<file path="src/krq_pkg.sv">
// Package for the keyed response queue: mode codes, entry type and depth default.
`default_nettype none
package krq_pkg;
  localparam int QueueDepthDef = 8;

  localparam logic [1:0] MODE_PUSH  = 2'd0;
  localparam logic [1:0] MODE_FIND  = 2'd1;
  localparam logic [1:0] MODE_CLEAR = 2'd2;

  typedef struct packed {
    logic [15:0] cmd;
    logic [15:0] status;
    logic [15:0] length;
    logic [31:0] pref;
    logic [31:0] stamp;
  } entry_t;
endpackage
`default_nettype wire

</file>
<file path="src/keyed_response_queue.sv">
// Keyed response queue: ring of response entries in one synchronous memory.
//
// Usage: items arrive on the in_ channel (valid/ready) with a mode of push,
// find-pop or clear. Every accepted item yields exactly one result item on the
// out_ channel (valid/ready) carrying found, dropped_oldest, the removed
// entry's fields (zero unless found) and the occupancy after the operation.
// Push, clear and the unused mode go from acceptance through ST_DONE to the result.
// Find-pop reads the entries one per cycle from oldest to newest through the
// single memory read port; on a match it compacts the later entries, one
// read and one write-back per cycle. The entries scanned plus the entries
// moved never exceed the fill count.
// One item is in work at a time; the result sits in an output register, and
// the next item is taken only once the result leaves, at the earliest in the
// same cycle. A stalled receiver holds the result steady and blocks the input.
// Reset empties the queue (head, tail and count cleared) and drops any item
// in work; memory contents stay undefined until written.
`default_nettype none
module keyed_response_queue #(
  parameter int QUEUE_DEPTH = krq_pkg::QueueDepthDef
) (
  input  wire logic        clk,
  input  wire logic        rst_n,
  input  wire logic        in_valid,
  output logic             in_ready,
  input  wire logic [1:0]  in_mode,
  input  wire logic [15:0] in_cmd_key,
  input  wire logic [15:0] in_entry_status,
  input  wire logic [15:0] in_entry_length,
  input  wire logic [31:0] in_payload_ref,
  input  wire logic [31:0] in_arrival_time,
  output logic             out_valid,
  input  wire logic        out_ready,
  output logic             out_found,
  output logic             out_dropped_oldest,
  output logic [15:0]      out_cmd,
  output logic [15:0]      out_status,
  output logic [15:0]      out_length,
  output logic [31:0]      out_payload_ref,
  output logic [31:0]      out_time,
  output logic [3:0]       out_occupancy
);
  localparam int AW = (QUEUE_DEPTH > 1) ? $clog2(QUEUE_DEPTH) : 1;
  localparam int CW = $clog2(QUEUE_DEPTH + 1);
  localparam logic [CW-1:0] DEPTH_C = CW'(QUEUE_DEPTH);
  localparam logic [AW-1:0] LAST_IDX = AW'(QUEUE_DEPTH - 1);

  localparam logic [2:0] ST_IDLE = 3'd0;
  localparam logic [2:0] ST_SCAN = 3'd1;   // read issued, compare next cycle
  localparam logic [2:0] ST_MOVE = 3'd2;   // read of later entry issued
  localparam logic [2:0] ST_DONE = 3'd3;   // result register loaded, raise valid

  // Memory
  krq_pkg::entry_t mem [QUEUE_DEPTH];
  krq_pkg::entry_t rd_data_r;
  logic            rd_en;
  logic [AW-1:0]   rd_addr;
  logic            wr_en;
  logic [AW-1:0]   wr_addr;
  krq_pkg::entry_t wr_data;

  always_ff @(posedge clk) begin
    if (wr_en) mem[wr_addr] <= wr_data;
    if (rd_en) rd_data_r <= mem[rd_addr];
  end

  // Control
  logic [2:0]    state_r, state_nxt;
  logic [AW-1:0] head_r, head_nxt, tail_r, tail_nxt;
  logic [CW-1:0] count_r, count_nxt;
  logic [CW-1:0] pos_r, pos_nxt;       // offset from head of pending read
  logic [AW-1:0] addr_r, addr_nxt;     // address of pending read
  logic [15:0]   key_r, key_nxt;
  logic          res_vld_r, res_vld_nxt;
  logic          found_r, found_nxt, drop_r, drop_nxt;
  krq_pkg::entry_t res_r, res_nxt;
  logic [3:0]    occ_r, occ_nxt;

  function automatic logic [AW-1:0] inc(input logic [AW-1:0] a);
    return (a == LAST_IDX) ? '0 : a + AW'(1);
  endfunction
  function automatic logic [AW-1:0] dec(input logic [AW-1:0] a);
    return (a == '0) ? LAST_IDX : a - AW'(1);
  endfunction

  wire take = out_valid && out_ready;
  assign in_ready = (state_r == ST_IDLE) && (!res_vld_r || out_ready);
  wire acc = in_valid && in_ready;

  always_comb begin
    state_nxt = state_r;
    head_nxt = head_r; tail_nxt = tail_r; count_nxt = count_r;
    pos_nxt = pos_r; addr_nxt = addr_r; key_nxt = key_r;
    res_vld_nxt = res_vld_r && !take;
    found_nxt = found_r; drop_nxt = drop_r; res_nxt = res_r; occ_nxt = occ_r;
    rd_en = 1'b0; rd_addr = addr_r;
    wr_en = 1'b0; wr_addr = tail_r;
    wr_data = '{cmd: in_cmd_key, status: in_entry_status, length: in_entry_length,
                pref: in_payload_ref, stamp: in_arrival_time};
    unique case (state_r)
      ST_IDLE: begin
        if (acc) begin
          found_nxt = 1'b0; drop_nxt = 1'b0; res_nxt = '0;
          state_nxt = ST_DONE;
          case (in_mode)
            krq_pkg::MODE_PUSH: begin
              wr_en = 1'b1;
              tail_nxt = inc(tail_r);
              if (count_r == DEPTH_C) begin
                head_nxt = inc(head_r);
                drop_nxt = 1'b1;
              end else begin
                count_nxt = count_r + CW'(1);
              end
            end
            krq_pkg::MODE_FIND: begin
              key_nxt = in_cmd_key;
              if (count_r != '0) begin
                rd_en = 1'b1; rd_addr = head_r;
                addr_nxt = head_r; pos_nxt = '0;
                state_nxt = ST_SCAN;
              end
            end
            krq_pkg::MODE_CLEAR: begin
              head_nxt = '0; tail_nxt = '0; count_nxt = '0;
            end
            default: ;
          endcase
          occ_nxt = 4'(count_nxt);
        end
      end
      ST_SCAN: begin
        if (rd_data_r.cmd == key_r) begin
          found_nxt = 1'b1; res_nxt = rd_data_r;
          if (pos_r + CW'(1) < count_r) begin
            // hold addr_r as hole, read next
            rd_en = 1'b1; rd_addr = inc(addr_r);
            state_nxt = ST_MOVE;
          end else begin
            count_nxt = count_r - CW'(1); tail_nxt = dec(tail_r);
            occ_nxt = 4'(count_nxt); state_nxt = ST_DONE;
          end
        end else if (pos_r + CW'(1) < count_r) begin
          rd_en = 1'b1; rd_addr = inc(addr_r);
          addr_nxt = inc(addr_r); pos_nxt = pos_r + CW'(1);
        end else begin
          occ_nxt = 4'(count_r); state_nxt = ST_DONE;
        end
      end
      ST_MOVE: begin
        // write read entry into the hole, advance hole
        wr_en = 1'b1; wr_addr = addr_r; wr_data = rd_data_r;
        addr_nxt = inc(addr_r); pos_nxt = pos_r + CW'(1);
        if (pos_r + CW'(2) < count_r) begin
          rd_en = 1'b1; rd_addr = inc(inc(addr_r));
        end else begin
          count_nxt = count_r - CW'(1); tail_nxt = dec(tail_r);
          occ_nxt = 4'(count_nxt); state_nxt = ST_DONE;
        end
      end
      ST_DONE: begin
        res_vld_nxt = 1'b1; state_nxt = ST_IDLE;
      end
      default: state_nxt = ST_IDLE;
    endcase
  end

  always_ff @(posedge clk) begin
    if (!rst_n) begin
      state_r <= ST_IDLE; head_r <= '0; tail_r <= '0; count_r <= '0;
      res_vld_r <= 1'b0;
    end else begin
      state_r <= state_nxt; head_r <= head_nxt; tail_r <= tail_nxt;
      count_r <= count_nxt; res_vld_r <= res_vld_nxt;
    end
  end

  always_ff @(posedge clk) begin
    pos_r <= pos_nxt; addr_r <= addr_nxt; key_r <= key_nxt;
    found_r <= found_nxt; drop_r <= drop_nxt; res_r <= res_nxt; occ_r <= occ_nxt;
  end

  assign out_valid          = res_vld_r;
  assign out_found          = found_r;
  assign out_dropped_oldest = drop_r;
  assign out_cmd            = res_r.cmd;
  assign out_status         = res_r.status;
  assign out_length         = res_r.length;
  assign out_payload_ref    = res_r.pref;
  assign out_time           = res_r.stamp;
  assign out_occupancy      = occ_r;

  a_count_max: assert property (@(posedge clk) disable iff (!rst_n)
    count_r <= DEPTH_C) else $error("fill count above depth");
  a_ring: assert property (@(posedge clk) disable iff (!rst_n)
    (count_r == DEPTH_C || count_r == '0) |-> (head_r == tail_r))
    else $error("head and tail disagree with count");
  a_no_drop_find: assert property (@(posedge clk) disable iff (!rst_n)
    out_valid |-> !(out_found && out_dropped_oldest))
    else $error("found and dropped together");
  a_busy_blocks: assert property (@(posedge clk) disable iff (!rst_n)
    (state_r != ST_IDLE) |-> !in_ready) else $error("ready while busy");
endmodule
`default_nettype wire

</file>
<file path="config.mk">
export PLATFORM = sky130hd
export DESIGN_NAME = keyed_response_queue
export DESIGN_NICKNAME = d
export VERILOG_FILES = /design/src/krq_pkg.sv /design/src/keyed_response_queue.sv
export SDC_FILE = /design/constraint.sdc
export NUM_CORES = 2
export LEC_CHECK = 0
export ABC_AREA = 1
export BUFFER_PORTS_ARGS = -buffer_cell sky130_fd_sc_hd__clkbuf_2
export CORE_ASPECT_RATIO = 1.1
export CORE_UTILIZATION = 30
export DETAILED_ROUTE_END_ITERATION = 16
export PLACE_DENSITY_LB_ADDON = 0.08
export SETUP_SLACK_MARGIN = 0.4
export SKIP_LAST_GASP = 1
export SYNTH_ARGS = -nofsm -noshare
export SYNTH_HDL_FRONTEND = slang
export SYNTH_SLANG_ARGS = --single-unit
</file>
<file path="constraint.sdc">
create_clock -name clk -period 10.9 [get_ports clk]
set_input_delay 1.635 -clock clk [delete_from_list [all_inputs] [get_ports clk]]
set_output_delay 1.635 -clock clk [all_outputs]
set_load 0.05 [all_outputs]
</file>
After elaboration in Yosys (flattened, before gate mapping):

Memories as Yosys holds them, arrays and structs flattened. A register that Yosys moved wholly into a read port is not among the register bits.
Cells that the tools add are included.

* flip-flop bits (word level): 155
* bits in latches: 0
* memory bits (writable): 896
* ROM bits: 0
* input port bits: 118
* output and inout bits: 120
* word-level logic and storage cells: 140
* memories: 1

Memory list
* mem: depth 8, width 112, rd ports 1, clocked after Yosys merged registers in 1, write ports 1, RTL line keyed_response_queue.sv:53 `krq_pkg::entry_t mem [QUEUE_DEPTH];`

* $add $sub $neg: 9
* multipliers: 0
* div/mod/pow operators: 0
* magnitude comparators: 2
* equality and inequality tests: 22
* shift-type cells: 0
* muxes and demuxes: 66
* bitwise logic cells: 0
* reduce and logical (&&, ||, !) cells: 24

Operators with widths (number)
* 2-to-1 mux 112 bit: 3
* case mux 112 bit (2 select lines): 1
* 2-to-1 mux 3 bit: 21
* 2-to-1 mux 4 bit: 12
* case mux 3 bit (3 select lines): 4
* case mux 4 bit (3 select lines): 3
* equality test 16 bit: 1
* 2-to-1 mux 1 bit: 14
* inequality test 2 bit (second input constant): 7
* adder 3 x 1 -> 3 bit (second input constant): 4
* equality test 3 bit (second input constant): 4
* case mux 3 bit (2 select lines): 2
* AND reduction 6 bit: 2
* AND reduction 3 bit: 3
* adder 4 x 1 -> 4 bit (second input constant): 2
* less-than comparator 4 bit: 2
* case mux 4 bit (2 select lines): 1
* AND reduction 4 bit: 2
* equality test 3 x 2 -> 1 bit (second input constant): 2
* logical NOT 3 bit: 2
* AND reduction 5 bit: 1
* adder 4 x 2 -> 4 bit (second input constant): 1
* equality test 4 bit (second input constant): 1
* logical AND 1 bit: 4
* other kinds (18): 24

Depth between registers and ports, before layout:

* depth after elaboration: 8
* mapped depth: 21
* gate-level depth less buffers: 19

Least setup slack after synthesis:

OpenSTA, ideal clock, no wires.

* path kind: register to register
* from: reg pos_r[1]
* to: reg rd_data_r[0] (netlist name)
* library setup time: 649 ps
* arrival time: 7676 ps
* data required time: 10251 ps
* slack: 2575 ps
* stages on the path, launching flop included: 10
* path buffers: 0
* period minus slack after synthesis: 8325 ps
* path through: edfxtp_1 ha_1 nor2_1 nor2_1 o21ai_0 inv_1 ha_1 a21oi_1 nand3_1 a31oi_1

* longest elaborated chain between the ends: 4
* elaborated cells on any way between the ends: 10
* those cells by class: 2 x add/sub; 2 x order compare; 6 x mux

RTL lines
* start, declared: RTL line keyed_response_queue.sv:70 `logic [CW-1:0] pos_r, pos_nxt;`
* start signal, assigned: RTL line keyed_response_queue.sv:178 `pos_r <= pos_nxt; addr_r <= addr_nxt; key_r <= key_nxt;`
* adder 4 x 2 -> 4 bit or adder 4 x 1 -> 4 bit (tied branches): RTL line keyed_response_queue.sv:153, keyed_response_queue.sv:134, keyed_response_queue.sv:142
* less-than comparator 4 bit (on tied branches): RTL line keyed_response_queue.sv:153, keyed_response_queue.sv:134, keyed_response_queue.sv:142
* 2-to-1 mux 1 bit (on tied branches): RTL line keyed_response_queue.sv:153, keyed_response_queue.sv:134, keyed_response_queue.sv:142
* case mux 1 bit (3 select lines) *: RTL line keyed_response_queue.sv:99 `unique case (state_r)`
* via rd_en: RTL line keyed_response_queue.sv:55 `logic rd_en;`

Mark *: on every way through the listed nets, which the timed path passes. The rest lies on a longest branch.
A chain may end at the register's enable or synchronous reset.

Final worst setup path:

* from: reg pos_r[1]
* to: reg rd_data_r[33] (netlist name)

* longest elaborated chain between the ends: 4
* elaborated cells on any way between the ends: 10
* those cells by class: 2 x add/sub; 2 x order compare; 6 x mux

RTL lines
* adder 4 x 2 -> 4 bit or adder 4 x 1 -> 4 bit (tied branches): RTL line keyed_response_queue.sv:153, keyed_response_queue.sv:134, keyed_response_queue.sv:142
* less-than comparator 4 bit (on tied branches): RTL line keyed_response_queue.sv:153, keyed_response_queue.sv:134, keyed_response_queue.sv:142
* 2-to-1 mux 3 bit, or another cell as far along: RTL line keyed_response_queue.sv:153 `if (pos_r + CW'(2) < count_r) begin`
* case mux 3 bit (3 select lines) or case mux 1 bit (3 select lines) (tied branches): RTL line keyed_response_queue.sv:99

Parallel ways exist; a longest one is shown, timed or not.

==> out/qor.txt <==
# hold bufs at CTS = 0
Critical path fanouts, max = 42
Area delta synth->final = 15.2%
Share of layout cells above drive strength 1 = 11.8%
Tmin final = 5.02 ns
Die area = 0.161 sq mm
Die Height = 420 microns
Vias in the first global route = 30.5k
CTS resizes = 0
Final Max Slew Viols = 0
Post-route clock period utilization = 46.1%
Part of the Yosys area used for sequential elements = 72.9%
Core Util, Final = 34.8%
Core Region = 0.158 sq mm
Routed via count = 30.6k
First-pass GRT wire length = 210 mm
Synthesized cell area = 0.0477 sq mm
Asr flop ratio synth = 0%
Endpoints failing setup = 0
Max Clk Rate = 199 MHz
Slew HR = 19.7%
Die width = 382 microns
Final nets = 4,288
Int Pwr = 0.0110 W
Post-synth EDFFs = 1,149
Post-Syn Instances = 3,987
Top cells by count, synth = edfxtp_1, nand3_1, nand2_1, inv_1, buf_2
Skew-Pair Late Insertion Delay = 0.77 ns
Final ANT Viol Nets = 0
DR pass1 iterations = 5
Clock power share = 22.2%
Synth top area share = 72.4%
P_leak = 20.8 nW
Combinational share of power = 42.7%
Worst Setup Path Type = register to register
Clock sink total = 1,162
Post-CTS Setup Inserts = 0
Initial core utilization = 30.2%
DRC = 0
WP buf/inv = 4
Crit-path slowest cell = buf_4
Power per cell area = 355 mW/mm^2
Net Sw Frac = 43.6%
Yosys warns = 0
Reg power frac = 35.0%
DPL Wire Length = 68.8 mm
Worst Max-Slew Pin Slew = 1.19 ns
Clock skew = 0.0191 ns
Setup crit end kind = register
GRT Overall Usage = 17.6%
Synth area leader = edfxtp_1
H-Tree Depth = 4
Outcome = finished clean
Largest stage delay, worst path = 0.79 ns
Top_reg_cell synth = edfxtp_1
Total gr overflow = 0
Startpoint Class = register
Routability Congestion = 0.730
Area contributors post-synth = edfxtp_1, nand3_1, nand2_1
Most frequent cell after synthesis = edfxtp_1
Final setup TNS = 0 ns
FF+latch count, synth = 1,162
Largest net degree at the start of global routing = 191
RSZ-0062 raised after global routing = false
Clock buffer depth = 3
Post-synth cell types = 36
Syn nets = 4,129
R2R setup slack = 5.88 ns
Top delay family on crit path = buffers and inverters
Drt via density = 4.83
Max Cap Viol = 0
Total wire length = 142 mm
Syn_area_per_cell = 12.0 sq um
Hold Path Class = register to register
Row count = 153
CP required = 11.54 ns
Critical Path AT = 5.66 ns
IO buf count = 237
Final hold viol count = 0
VDD IR max = 0.000429 V
# IOs = 238
CTS Buf Count = 137
Clock root cell = clkbuf_16
Reported net switching power = 0.00849 W
Detailed-route wire length per cell = 22.4 microns
DRT iter0 DRCs = 1,955
Antenna violations before repair = 3
Antenna diodes = 0
CP Cell Sequence = ha_1 > nor2_1 > nor2_1 > o21ai_0 > inv_1 > ha_1 > a21oi_1 > nand2_1 > nand2_1 > o22ai_1 > nor2_1 > a21oi_4 > inv_4 > buf_4 > buf_4 > nand3_1 > nand2_1
Clock transition at path regs = 0.06 ns
TritonCTS clock tree = built
# fillers = 15.7k
==> power groups by stage <==
stage                     Clock [W]  Sequential, W  Combinational, W
after floorplan                   0        0.00748           0.00538
after global placement            0        0.00693           0.00857
after detailed placement          0        0.00691           0.00855
after CTS                   0.00447        0.00684           0.00856
after global routing        0.00463        0.00690           0.00931
final                       0.00433        0.00682           0.00832
==> registers in the layout, summed over array words and instances, names as in the netlist <==
signal,cells
mem,896
rd_data_r,112
out_payload_ref,32
out_time,32
key_r,16
out_cmd,16
out_length,16
out_status,16
count_r,4
out_occupancy,4
pos_r,4
addr_r,3
head_r,3
tail_r,3
state_r,2
out_dropped_oldest,1
out_found,1
out_valid,1
==> tightest hold or removal path, stage by stage, from the launching register on <==
cell     delay, ns
dfxtp_1       0.32
nand2_1       0.07
a21oi_1       0.05
==> kinds of logic after synthesis <==
kind of cell | count (synthesis) | synth area share (%)
compound gates | 65 | 0.735
xor+xnor | 17 | 0.312
fa+ha+maj | 24 | 0.630
buf+inv | 432 | 4.17
flops | 1162 | 72.9
simple gates | 2287 | 21.2
==> layer usage <==
layer	part of all wire (%)	vias up	track usage (%)
li1	-	14500	-
met1	47	15400	24.3
met2	47	623	28.6
met3	4.1	182	2.99
met4	1.8	2	4.52
met5	0.0084	-	0
==> cell usage in the layout, fill, tap and decap left out, drive strengths merged, types with 2 or more instances in the layout <==
master / synthesis / routed
xnor2: 15 / 15
o22ai: 3 / 3
xor2: 2 / 2
nor3: 4 / 4
nand3: 1142 / 1142
bufinv: 0 / 3
nand4: 8 / 8
clkinvlp: 0 / 2
a21oi: 27 / 27
o21ai: 31 / 31
or2: 2 / 2
clkbuf: 93 / 414
dfxtp: 13 / 13
inv: 166 / 173
nor2: 44 / 44
nand2: 1085 / 1085
edfxtp: 1149 / 1149
ha: 24 / 24
buf: 170 / 46
clkinv: 3 / 61
==> through the flow <==
stage          hold slack, ns  worst slack [ns]  std cells  area, sq um  total power (W)
2_1_floorplan           0.457              2.57       3987        47700           0.0129
4_1_cts                 0.498              5.83       6346        54900           0.0199
6_report                0.494              5.88       6346        54900           0.0195
3_3_place_gp            0.477              5.46       6099        50700           0.0155
3_5_place_dp            0.484              5.54       6099        50700           0.0155
5_1_grt                 0.535              5.40       6346        54900           0.0208
==> area by class of cell <==
cell class | instances | area (sq um) | share of cell area (%)
Clock buffer | 177 | 3730 | 6.79
Timing Repair Buffer | 283 | 1660 | 3.02
Clock inverter | 70 | 442 | 0.804
Inverter | 169 | 642 | 1.17
Tap cell | 2092 | 2620 | 4.77
Multi-Input combinational cell | 2393 | 11100 | 20.1
Sequential cell | 1162 | 34800 | 63.3
==> worst paths after layout <==
kind / end / startpoint / cells past startpoint
worst min-delay path: head_r[1]$_SDFFE_PN0P_ / head_r[1]$_SDFFE_PN0P_ / 2
worst max register to register: rd_data_r[33]$_DFFE_PP_ / pos_r[1]$_SDFFCE_PP0P_ / 17
worst min register to register: head_r[1]$_SDFFE_PN0P_ / head_r[1]$_SDFFE_PN0P_ / 2
worst max-delay path: rd_data_r[33]$_DFFE_PP_ / pos_r[1]$_SDFFCE_PP0P_ / 17
(Power assumes the default switching activity.)
